==> src/hw/rtl/ils_pkg.sv <==
// ----------------------------------------------------------------------------
// Indexed list store package
// Shared types, command and status codes, and defaults for the list store.
// ----------------------------------------------------------------------------
package ils_pkg;

    localparam int DEFAULT_CAPACITY = 64;
    localparam int DATA_W           = 32;
    localparam int POS_W            = 7;
    localparam int COUNT_W          = 7;

    typedef enum logic [2:0] {
        CMD_READ   = 3'd0,
        CMD_HEAD   = 3'd1,
        CMD_TAIL   = 3'd2,
        CMD_AT     = 3'd3,
        CMD_DELETE = 3'd4
    } cmd_code_t;

    typedef enum logic [1:0] {
        STAT_DONE  = 2'd0,
        STAT_RANGE = 2'd1,
        STAT_FULL  = 2'd2
    } status_t;

    typedef enum logic [1:0] {
        ST_IDLE,
        ST_READ,
        ST_SHIFT,
        ST_FINISH
    } state_t;

    typedef struct packed {
        logic [2:0]               command;
        logic [POS_W-1:0]         position;
        logic signed [DATA_W-1:0] value;
    } ils_cmd_t;

    typedef struct packed {
        logic signed [DATA_W-1:0] read_value;
        logic [1:0]               status;
        logic [COUNT_W-1:0]       count;
    } ils_rsp_t;

endpackage

==> src/hw/rtl/ils_ram.sv <==
// ----------------------------------------------------------------------------
// Generic RAM
// Simple dual-port memory with one write port and one registered read port.
// ----------------------------------------------------------------------------
module ils_ram #(
    parameter int WIDTH = 32,
    parameter int DEPTH = 64
) (
    input  logic                     clk,
    input  logic                     we,
    input  logic [$clog2(DEPTH)-1:0] waddr,
    input  logic [WIDTH-1:0]         wdata,
    input  logic                     re,
    input  logic [$clog2(DEPTH)-1:0] raddr,
    output logic [WIDTH-1:0]         rdata
);

    logic [WIDTH-1:0] mem [DEPTH];
    logic [WIDTH-1:0] rdata_reg;

    always_ff @(posedge clk)
    begin
        if (we)
        begin
            mem[waddr] <= wdata;
        end
        if (re)
        begin
            rdata_reg <= mem[raddr];
        end
    end

    assign rdata = rdata_reg;

endmodule

==> src/hw/rtl/indexed_list_store_unit.sv <==
// ----------------------------------------------------------------------------
// Indexed list store unit
// Ordered list of signed values held in one RAM; inserts and deletes move
// the entries behind the given position one place per cycle.
// A refused or unused command answers in the cycle after the beat; a read
// passes through ST_READ; an insert or delete moves entries in ST_SHIFT,
// paced by the single RAM write port, then ST_FINISH. One command at a time.
// busy is high after a read, insert or delete beat until its result cycle.
// Reset clears the count and the control state; RAM contents are not reset.
// ----------------------------------------------------------------------------
module indexed_list_store_unit #(
    parameter int CAPACITY = ils_pkg::DEFAULT_CAPACITY
) (
    input  logic              clk,
    input  logic              rst_n,
    input  logic              start,
    output logic              busy,
    input  ils_pkg::ils_cmd_t request,
    output logic              done,
    output ils_pkg::ils_rsp_t result
);

    import ils_pkg::*;

    localparam int CW   = $clog2(CAPACITY + 1);
    localparam int AW   = $clog2(CAPACITY);
    localparam int CmpW = (CW > POS_W) ? CW : POS_W;

    state_t                state_reg, state_next;
    logic [CW-1:0]         count_reg, count_next;
    logic [CW-1:0]         idx_reg, idx_next;
    logic [CW-1:0]         at_reg, at_next;
    logic                  del_reg, del_next;
    logic [DATA_W-1:0]     value_reg, value_next;
    logic                  pend_reg, pend_next;
    logic [AW-1:0]         pend_addr_reg, pend_addr_next;
    logic                  done_reg, done_next;
    ils_rsp_t              rsp_reg, rsp_next;

    logic                  ram_we;
    logic [AW-1:0]         ram_waddr;
    logic [DATA_W-1:0]     ram_wdata;
    logic                  ram_re;
    logic [AW-1:0]         ram_raddr;
    logic [DATA_W-1:0]     ram_rdata;

    logic [CmpW-1:0]       pos_w;
    logic [CmpW-1:0]       cnt_w;
    logic [CmpW-1:0]       ins_at_w;
    logic                  is_read;
    logic                  is_insert;
    logic                  is_delete;
    logic                  read_ok;
    logic                  ins_range;
    logic                  ins_full;
    logic                  del_ok;
    logic                  shift_more;

    assign pos_w = CmpW'(request.position);
    assign cnt_w = CmpW'(count_reg);

    always_comb
    begin
        is_read   = 1'b0;
        is_insert = 1'b0;
        is_delete = 1'b0;
        ins_at_w  = '0;
        unique case (request.command) inside
            CMD_READ:
            begin
                is_read = 1'b1;
            end
            CMD_HEAD:
            begin
                is_insert = 1'b1;
            end
            CMD_TAIL:
            begin
                is_insert = 1'b1;
                ins_at_w  = cnt_w;
            end
            CMD_AT:
            begin
                is_insert = 1'b1;
                ins_at_w  = pos_w;
            end
            CMD_DELETE:
            begin
                is_delete = 1'b1;
            end
            default:
            begin
                is_read = 1'b0;
            end
        endcase
    end

    assign read_ok   = pos_w < cnt_w;
    assign ins_range = ins_at_w > cnt_w;
    assign ins_full  = count_reg == CW'(CAPACITY);
    assign del_ok    = pos_w < cnt_w;
    assign shift_more = del_reg ? ((idx_reg + 1'b1) < count_reg) : (idx_reg > at_reg);

    always_comb
    begin
        state_next = state_reg;
        unique case (state_reg)
            ST_IDLE:
            begin
                if (start)
                begin
                    if (is_read && read_ok)
                    begin
                        state_next = ST_READ;
                    end
                    else if (is_insert && !ins_range && !ins_full)
                    begin
                        state_next = ST_SHIFT;
                    end
                    else if (is_delete && del_ok)
                    begin
                        state_next = ST_SHIFT;
                    end
                end
            end
            ST_READ:
            begin
                state_next = ST_IDLE;
            end
            ST_SHIFT:
            begin
                if (!shift_more)
                begin
                    state_next = ST_FINISH;
                end
            end
            ST_FINISH:
            begin
                state_next = ST_IDLE;
            end
            default:
            begin
                state_next = ST_IDLE;
            end
        endcase
    end

    always_comb
    begin
        count_next     = count_reg;
        idx_next       = idx_reg;
        at_next        = at_reg;
        del_next       = del_reg;
        value_next     = value_reg;
        pend_next      = 1'b0;
        pend_addr_next = pend_addr_reg;
        done_next      = 1'b0;
        rsp_next       = rsp_reg;
        ram_we         = 1'b0;
        ram_waddr      = pend_addr_reg;
        ram_wdata      = ram_rdata;
        ram_re         = 1'b0;
        ram_raddr      = '0;
        unique case (state_reg)
            ST_IDLE:
            begin
                if (start)
                begin
                    rsp_next.read_value = '0;
                    rsp_next.status     = STAT_DONE;
                    rsp_next.count      = COUNT_W'(count_reg);
                    value_next          = request.value;
                    if (is_read)
                    begin
                        if (read_ok)
                        begin
                            ram_re    = 1'b1;
                            ram_raddr = AW'(request.position);
                        end
                        else
                        begin
                            rsp_next.status = STAT_RANGE;
                            done_next       = 1'b1;
                        end
                    end
                    else if (is_insert)
                    begin
                        if (ins_range)
                        begin
                            rsp_next.status = STAT_RANGE;
                            done_next       = 1'b1;
                        end
                        else if (ins_full)
                        begin
                            rsp_next.status = STAT_FULL;
                            done_next       = 1'b1;
                        end
                        else
                        begin
                            at_next  = CW'(ins_at_w);
                            idx_next = count_reg;
                            del_next = 1'b0;
                        end
                    end
                    else if (is_delete)
                    begin
                        if (del_ok)
                        begin
                            at_next  = CW'(pos_w);
                            idx_next = CW'(pos_w);
                            del_next = 1'b1;
                        end
                        else
                        begin
                            rsp_next.status = STAT_RANGE;
                            done_next       = 1'b1;
                        end
                    end
                    else
                    begin
                        done_next = 1'b1;
                    end
                end
            end
            ST_READ:
            begin
                rsp_next.read_value = ram_rdata;
                done_next           = 1'b1;
            end
            ST_SHIFT:
            begin
                ram_we = pend_reg;
                if (shift_more)
                begin
                    ram_re         = 1'b1;
                    pend_next      = 1'b1;
                    pend_addr_next = AW'(idx_reg);
                    if (del_reg)
                    begin
                        ram_raddr = AW'(idx_reg + 1'b1);
                        idx_next  = idx_reg + 1'b1;
                    end
                    else
                    begin
                        ram_raddr = AW'(idx_reg - 1'b1);
                        idx_next  = idx_reg - 1'b1;
                    end
                end
            end
            ST_FINISH:
            begin
                if (del_reg)
                begin
                    count_next = count_reg - 1'b1;
                end
                else
                begin
                    count_next = count_reg + 1'b1;
                    ram_we     = 1'b1;
                    ram_waddr  = AW'(at_reg);
                    ram_wdata  = value_reg;
                end
                rsp_next.count = COUNT_W'(count_next);
                done_next      = 1'b1;
            end
            default:
            begin
                done_next = 1'b0;
            end
        endcase
    end

    always_ff @(posedge clk or negedge rst_n)
    begin
        if (!rst_n)
        begin
            state_reg <= ST_IDLE;
            count_reg <= '0;
            pend_reg  <= 1'b0;
            done_reg  <= 1'b0;
        end
        else
        begin
            state_reg <= state_next;
            count_reg <= count_next;
            pend_reg  <= pend_next;
            done_reg  <= done_next;
        end
    end

    always_ff @(posedge clk)
    begin
        idx_reg       <= idx_next;
        at_reg        <= at_next;
        del_reg       <= del_next;
        value_reg     <= value_next;
        pend_addr_reg <= pend_addr_next;
        rsp_reg       <= rsp_next;
    end

    ils_ram #(
        .WIDTH (DATA_W),
        .DEPTH (CAPACITY)
    ) u_entries (
        .clk   (clk),
        .we    (ram_we),
        .waddr (ram_waddr),
        .wdata (ram_wdata),
        .re    (ram_re),
        .raddr (ram_raddr),
        .rdata (ram_rdata)
    );

    assign busy   = state_reg != ST_IDLE;
    assign done   = done_reg;
    assign result = rsp_reg;

    // The count never grows beyond the capacity of the store.
    assert property (@(posedge clk) disable iff (!rst_n)
        count_reg <= CW'(CAPACITY))
    else $error("entry count exceeds capacity");

    // The RAM is written only while entries move or the new value lands.
    assert property (@(posedge clk) disable iff (!rst_n)
        (state_reg == ST_IDLE || state_reg == ST_READ) |-> !ram_we)
    else $error("RAM write outside shift or finish");

    // A move never reads the entry that is written in the same cycle.
    assert property (@(posedge clk) disable iff (!rst_n)
        (ram_we && ram_re) |-> (ram_waddr != ram_raddr))
    else $error("RAM read and write collide");

    // The count changes only when an insert or delete completes.
    assert property (@(posedge clk) disable iff (!rst_n)
        (count_reg != $past(count_reg)) |-> ($past(state_reg) == ST_FINISH))
    else $error("count changed outside finish");

    // Every command that leaves idle ends with a result strobe.
    assert property (@(posedge clk) disable iff (!rst_n)
        (state_reg == ST_FINISH || state_reg == ST_READ) |=> done)
    else $error("missing result strobe");

endmodule

==> config.mk <==
export PLATFORM = sky130hd
export DESIGN_NAME = indexed_list_store_unit
export DESIGN_NICKNAME = d
export VERILOG_FILES = /design/src/hw/rtl/ils_pkg.sv /design/src/hw/rtl/ils_ram.sv /design/src/hw/rtl/indexed_list_store_unit.sv
export SDC_FILE = /design/constraint.sdc
export NUM_CORES = 2
export LEC_CHECK = 0
export BUFFER_PORTS_ARGS = -buffer_cell sky130_fd_sc_hd__buf_2
export CELL_PAD_IN_SITES_DETAIL_PLACEMENT = 0
export CELL_PAD_IN_SITES_GLOBAL_PLACEMENT = 1
export CORE_UTILIZATION = 25
export DETAILED_ROUTE_END_ITERATION = 7
export HOLD_SLACK_MARGIN = 0.03
export PLACE_DENSITY = 0.39
export SETUP_SLACK_MARGIN = 0.5
export SLEW_MARGIN = 40
export SYNTH_ARGS = -nofsm -noshare
export SYNTH_HDL_FRONTEND = slang
export SYNTH_SLANG_ARGS = --single-unit
==> constraint.sdc <==
create_clock -name clk -period 7.38 [get_ports clk]
set_input_delay 0.369 -clock clk [delete_from_list [all_inputs] [get_ports clk]]
set_output_delay 0.369 -clock clk [all_outputs]
set_load 0.005 [all_outputs]
Word level (Yosys, flattened, before mapping). Memories as Yosys holds them, arrays and structs flattened. A register that Yosys moved wholly into a read port is not among the register bits. Cells that the tools add are included.

Memory bits (writable): 2048. Bits in registers: 105. Memories: 1. Bits of input ports: 45. Output and inout port bits: 43.

Bitwise logic cells: 1. $lt $le $gt $ge: 4. Multiplexer cells: 67. Equal/unequal tests: 19. Reductions and logical operators: 23. Add/sub/neg operators: 4.

Memories: u_entries.mem (words 64, width 32, rd ports 1, clocked after memory_dff 1, wr ports 1, RTL line ils_ram.sv:18) `logic [WIDTH-1:0] mem [DEPTH];`.

Operators by type and width (count): 2-to-1 mux 7 bit (13); 2-to-1 mux 32 bit (2); case mux 32 bit (2 select lines) (1); 2-to-1 mux 6 bit (7); case mux 7 bit (2 select lines) (3); 2-to-1 mux 41 bit (1); 2-to-1 mux 1 bit (26); 2-to-1 mux 2 bit (9); adder 7 x 1 -> 7 bit, second input constant (2); greater-than comparator 7 bit (2); < comparator 7 bit (2); subtractor 7 x 1 -> 7 bit, second input constant (2); != test 2 bit, second input constant (6); != test 3 bit, second input constant (4); case mux 6 bit (2 select lines) (1); nonzero test 2 bit (6); AND reduction 2 bit (4); AND reduction 8 bit (1); equality test 7 bit, second input constant (1); AND reduction 7 bit (1); equality test 3 x 2 -> 1 bit, second input constant (2); case mux 1 bit (2 select lines) (3); case mux 2 bit (3 select lines) (1); equality test 2 bit, second input constant (2); other kinds (12) (16).

Depth between registers and ports, before layout.
Depth in word-level cells: 10. Mapped depth: 20.

Hierarchy. A second synthesis with hierarchy kept.

Cell total of the unflattened synthesis: 3790. Area total of the unflattened synthesis: 84478.5 um2.

By module, submodules not included: ils_ram (cells an instance 3328, instances 1, area an instance 78859.4 um2); indexed_list_store_unit (cells an instance 462, instances 1, area an instance 5619.1 um2).

Worst setup path before layout. OpenSTA, ideal clock, no wires.

Kind: reg2reg. From: reg idx_reg[0]. To: reg u_entries.rdata_reg[3] (netlist: u_entries.rdata[3]), read port of u_entries.mem, data pin. Path buffers: 2. Stages on the path, launching flop included: 18. Data required time: 7.115 ns. Slack: 3.402 ns. Arrival time: 3.713 ns. Setup time: 0.265 ns. Path through: edfxtp_1 ha_1 nand3_1 nor2_1 xor2_1 ha_1 and3_1 a221oi_1 o21ai_1 a21o_1 inv_2 a22oi_1 or3_1 clkbuf_1 clkbuf_1 or3_1 o32ai_1 a211oi_1.

Word-level cells in the longest chain between the ends: 5. Elaborated cells between the ends (all ways): 10. Classes of those cells: 2 x add/sub; 2 x order compare; 6 x mux.

RTL lines: start: declaration (RTL line indexed_list_store_unit.sv:31) `logic [CW-1:0] idx_reg, idx_next;`; start signal: assignment (RTL line indexed_list_store_unit.sv:293) `idx_reg <= idx_next;`; adder 7 x 1 -> 7 bit (RTL line indexed_list_store_unit.sv:102) `assign shift_more = del_reg ? ((idx_reg + 1'b1) < count_reg) : (idx_reg > at_reg);`; < comparator 7 bit (RTL line indexed_list_store_unit.sv:102); 2-to-1 mux 1 bit (RTL line indexed_list_store_unit.sv:102); 2-to-1 mux 6 bit or 2-to-1 mux 1 bit (tied branches) (RTL line indexed_list_store_unit.sv:233) `if (shift_more)`; case mux 6 bit (2 select lines) or case mux 1 bit (2 select lines) (tied branches) (RTL line indexed_list_store_unit.sv:164) `unique case (state_reg)`; end: declaration (RTL line ils_ram.sv:19) `logic [WIDTH-1:0] rdata_reg;`.

Several ways; a longest one is shown, not always the timed one. A chain may end at the register's enable or synchronous reset.

Final worst setup path.
From: reg idx_reg[0]. To: reg u_entries.rdata_reg[31] (netlist: u_entries.rdata[31]), read port of u_entries.mem, data pin.

The elaborated chain is that of the path after synthesis.

==> metrics.md <==
| Metric | Value |
|---|---|
| Die area | `approximately 350,000 µm²` |
| Top cells by count, synth | `edfxtp_1 (2,174), nand2_1 (1,022), nand3_1 (420)` |
| Max-cap violations | `0` |
| CTS tree | `yes` |
| CTS Root Cell | `clkbuf_16` |
| Worst setup EP type | `flip-flop` |
| CP dominant cell by count | `ha_1` |
| Core area | `between 300,000 and 400,000 µm²` |
| Io pins | `88` |
| Worst-path clk slew | `about 60 ps` |
| Critical Path RT | `about 8000 ps` |
| Detailed Route Iter0 Violations | `~4,800` |
| Final Setup Violations | `0` |
| RSZ-0062 raised after global routing | `no` |
| Clk_skew | `between 50 and 60 ps` |
| Clock sinks | `about 2,200` |
| Critical path peak fanout | `51` |
| Initial antenna violation count | `27` |
| Crit-path max cell delay | `between 700 and 800 ps` |
| Routed Antenna Nets | `0` |
| First-pass GRT wire length | `roughly 450,000 µm` |
| Mapped Cells | `around 5,700` |
| Avg Cell Area, Syn | `15.2 µm²` |
| Most common cell in the synthesized netlist | `edfxtp_1` |
| #FFs+latches synth | `roughly 2,200` |
| Num CTS Buffers | `approximately 270` |
| Filler cells | `34,100` |
| Die height | `between 500 and 600 µm` |
| Setup CP Type | `flip-flop to flip-flop` |
| Synth area leader | `edfxtp_1` |
| WL final | `~330,000 µm` |
| Setup TNS Final | `0 ps` |
| Lkg Pwr | `34.9 nW` |
| Netlist cell types | `63` |
| Asr flop ratio synth | `less than 1%` |
| Area share of the largest cell type after synthesis | `between 70% and 80%` |
| Starting Density | `25.1%` |
| Fraction of layout cells with a size suffix above 1 | `~15%` |
| Hold WC Path Type | `primary input to async pin` |
| Vias | `~51,000` |
| Vias per cell | `~4.8` |
| CTS H-tree depth | `5` |
| Final HPWL DP | `between 150,000 and 200,000 µm` |
| Largest reg by FF count | `u_entries.mem` |
| Routability Congestion | `0.757` |
| Register area share after synthesis | `76.2%` |
| Die Width | `589 µm` |
| Synth area leaders | `edfxtp_1 (76%), nand2_1 (4.5%), mux2i_1 (4.3%), nand3_1 (2.4%), o22ai_1 (1.2%)` |
| Core Util, Final | `between 30% and 40%` |
| Synth Flop Type | `edfxtp_1` |
| CP max-delay cell | `or4_1` |
| Slew HR | `around two fifths` |
| Routed WL per cell | `30.4 µm` |
| Slew Limit Fails | `0` |
| Max reg flops | `between 2,000 and 2,500` |
| Clock Latency Late Sink | `890 ps` |
| Final #Nets | `slightly above 6,000` |
| Clk buf depth | `4` |
| CP Data Arrival Time | `between 7000 and 8000 ps` |
| Buffers and inverters on the worst path | `2` |
| Post-Syn Area | `roughly 86,000 µm²` |
| Max frequency | `between 0.15 and 0.2 GHz` |
| Port bufs | `between 80 and 90` |
| Syn Nets | `5,737` |
| Peak VDD IR | `0.000185 V` |
| Final Hold Vio Count | `0` |
| Drt drc | `0` |
| Area growth syn-to-layout | `20.0%` |
| Vias in the first global route | `51,600` |
| Final clock period utilization by the worst path | `about 89%` |
| Worst Tran Pin Value | `between 900 and 1000 ps` |
| Crit path max-delay family | `compound AO/OA/AOI/OAI gates` |
| Post-synth EDFFs | `roughly 2,200` |
| Overflow after GRT | `0` |
| Largest net degree at the start of global routing | `88` |
| First-pass iteration count of the detailed router | `5` |
| Critical Path Start Type | `flip-flop` |
| # rows | `215` |
| Pwr Density | `369 nW/µm²` |
| Status | `finished clean` |
| Yosys warns | `0` |
| Critical Path, Cell by Cell | `ha_1 > nand3_1 > nor2_1 > xor2_1 > ha_1 > and3_1 > a221oi_1 > o21ai_1 > a21o_1 > inv_2 > a22o_4 > nand2_8 > buf_12 > o22ai_1 > a311oi_1 > or4_1 > a21oi_1` |
| Total GRT Usage | `a little under a fifth` |
| Fin crit period | `between 6000 and 7000 ps` |
## final cells by class
class / instances / area (µm²) / area share (%)
diodes: 13 / 32.5 / 0.0315
clock buffers: 341 / 7090 / 6.87
clock inverters: 131 / 1100 / 1.06
inverters: 21 / 78.8 / 0.0764
multi-input cells: 3089 / 19700 / 19.1
flip-flops and latches: 2185 / 65600 / 63.5
well taps: 4557 / 5700 / 5.53
repair buffers: 429 / 3910 / 3.79
## routing by layer
layer | up-vias | track usage (%) | routed length (µm)
met5 | - | 0 | 13
met4 | 2 | 3.74 | 6960
met3 | 357 | 2.19 | 15000
met2 | 1292 | 31.2 | 157000
met1 | 27100 | 25.5 | 148000
li1 | 22600 | - | -
## worst paths after layout
check | from | slack, ps | endpoint | cells past startpoint
setup / recovery | idx_reg[0] | 780 | u_entries.rdata[31] | 17
hold / removal | rst_n | 50 | cnt_w[5] | 3
setup reg to reg | idx_reg[0] | 780 | u_entries.rdata[31] | 17
hold reg to reg | u_entries.rdata[12] | 580 | result[21] | 1
max in group asynchronous | rst_n | 7030 | cnt_w[0] | 3
min in group clk | request[32] | 90 | at_reg[0] | 3
## stage by stage
| stage | hold slack (ps) | cells | worst slack [ps] | total power [mW] | instance area [µm²] |
|---|---|---|---|---|---|
| after floorplan | 73.4 | 5658 | 3400 | 20.6 | 86000 |
| after global placement | 326 | 10200 | 680 | 25.9 | 93800 |
| after detailed placement | 324 | 10200 | 714 | 26.0 | 94500 |
| after CTS | 30.3 | 10800 | 695 | 38.7 | 103000 |
| after global routing | 32.1 | 10800 | 560 | 39.5 | 103000 |
| final | 52.8 | 10800 | 780 | 38.1 | 103000 |
## cells by family (layout without fill, tap and decap cells)
family	after synthesis	count (layout)	share of synthesized area, %
other	0	13	0
AND/OR/NAND/NOR	1811	1811	9.24
AO/OA/AOI/OAI	794	794	6.63
buffers and inverters	384	922	2.10
multiplexers	433	433	5.13
adder cells (fa/ha/maj)	34	34	0.503
XOR/XNOR	17	17	0.173
flip-flops	2185	2185	76.2
## worst register-to-register path, delay by kind of cell (launching register included)
family | cells | cell delay (ps)
AO/OA/AOI/OAI | 7 | 2420
XOR/XNOR | 1 | 200
adder cells (fa/ha/maj) | 2 | 570
buffers and inverters | 2 | 760
flip-flops | 1 | 510
AND/OR/NAND/NOR | 5 | 1880
## what timing repair did
item                      CTS  global route
hold buffers               45             0
gates resized for setup     0             0
hold endpoints to repair   58             0
buffers inserted            0             0
## cells in the final DEF, fill, tap and decap left out, types with 36 or more instances in the layout
cell | netlist | routed
and2_1 | 38 | 36
buf_2 | 128 | 88
clkinv_1 | 1 | 60
nor2_4 | 0 | 71
dlygate4sd3_1 | 0 | 44
a311oi_1 | 82 | 82
clkbuf_1 | 176 | 68
clkbuf_16 | 0 | 273
mux2i_1 | 367 | 366
o22ai_1 | 171 | 171
and3_1 | 75 | 75
nand2_1 | 1022 | 1014
nand3_1 | 420 | 418
buf_12 | 0 | 42
edfxtp_1 | 2174 | 2174
a221oi_1 | 57 | 57
nor2_1 | 140 | 67
buf_4 | 21 | 224
a21oi_1 | 194 | 193
a32oi_1 | 82 | 78
mux2_2 | 64 | 63
## where the power goes
| group | internal (mW) | switching (mW) |
|---|---|---|
| Clock | 7.21 | 5.40 |
| Combinational | 2.45 | 7.22 |
| Sequential | 15.5 | 0.317 |
| Total | 25.2 | 12.9 |
(Power assumes the default switching activity.)
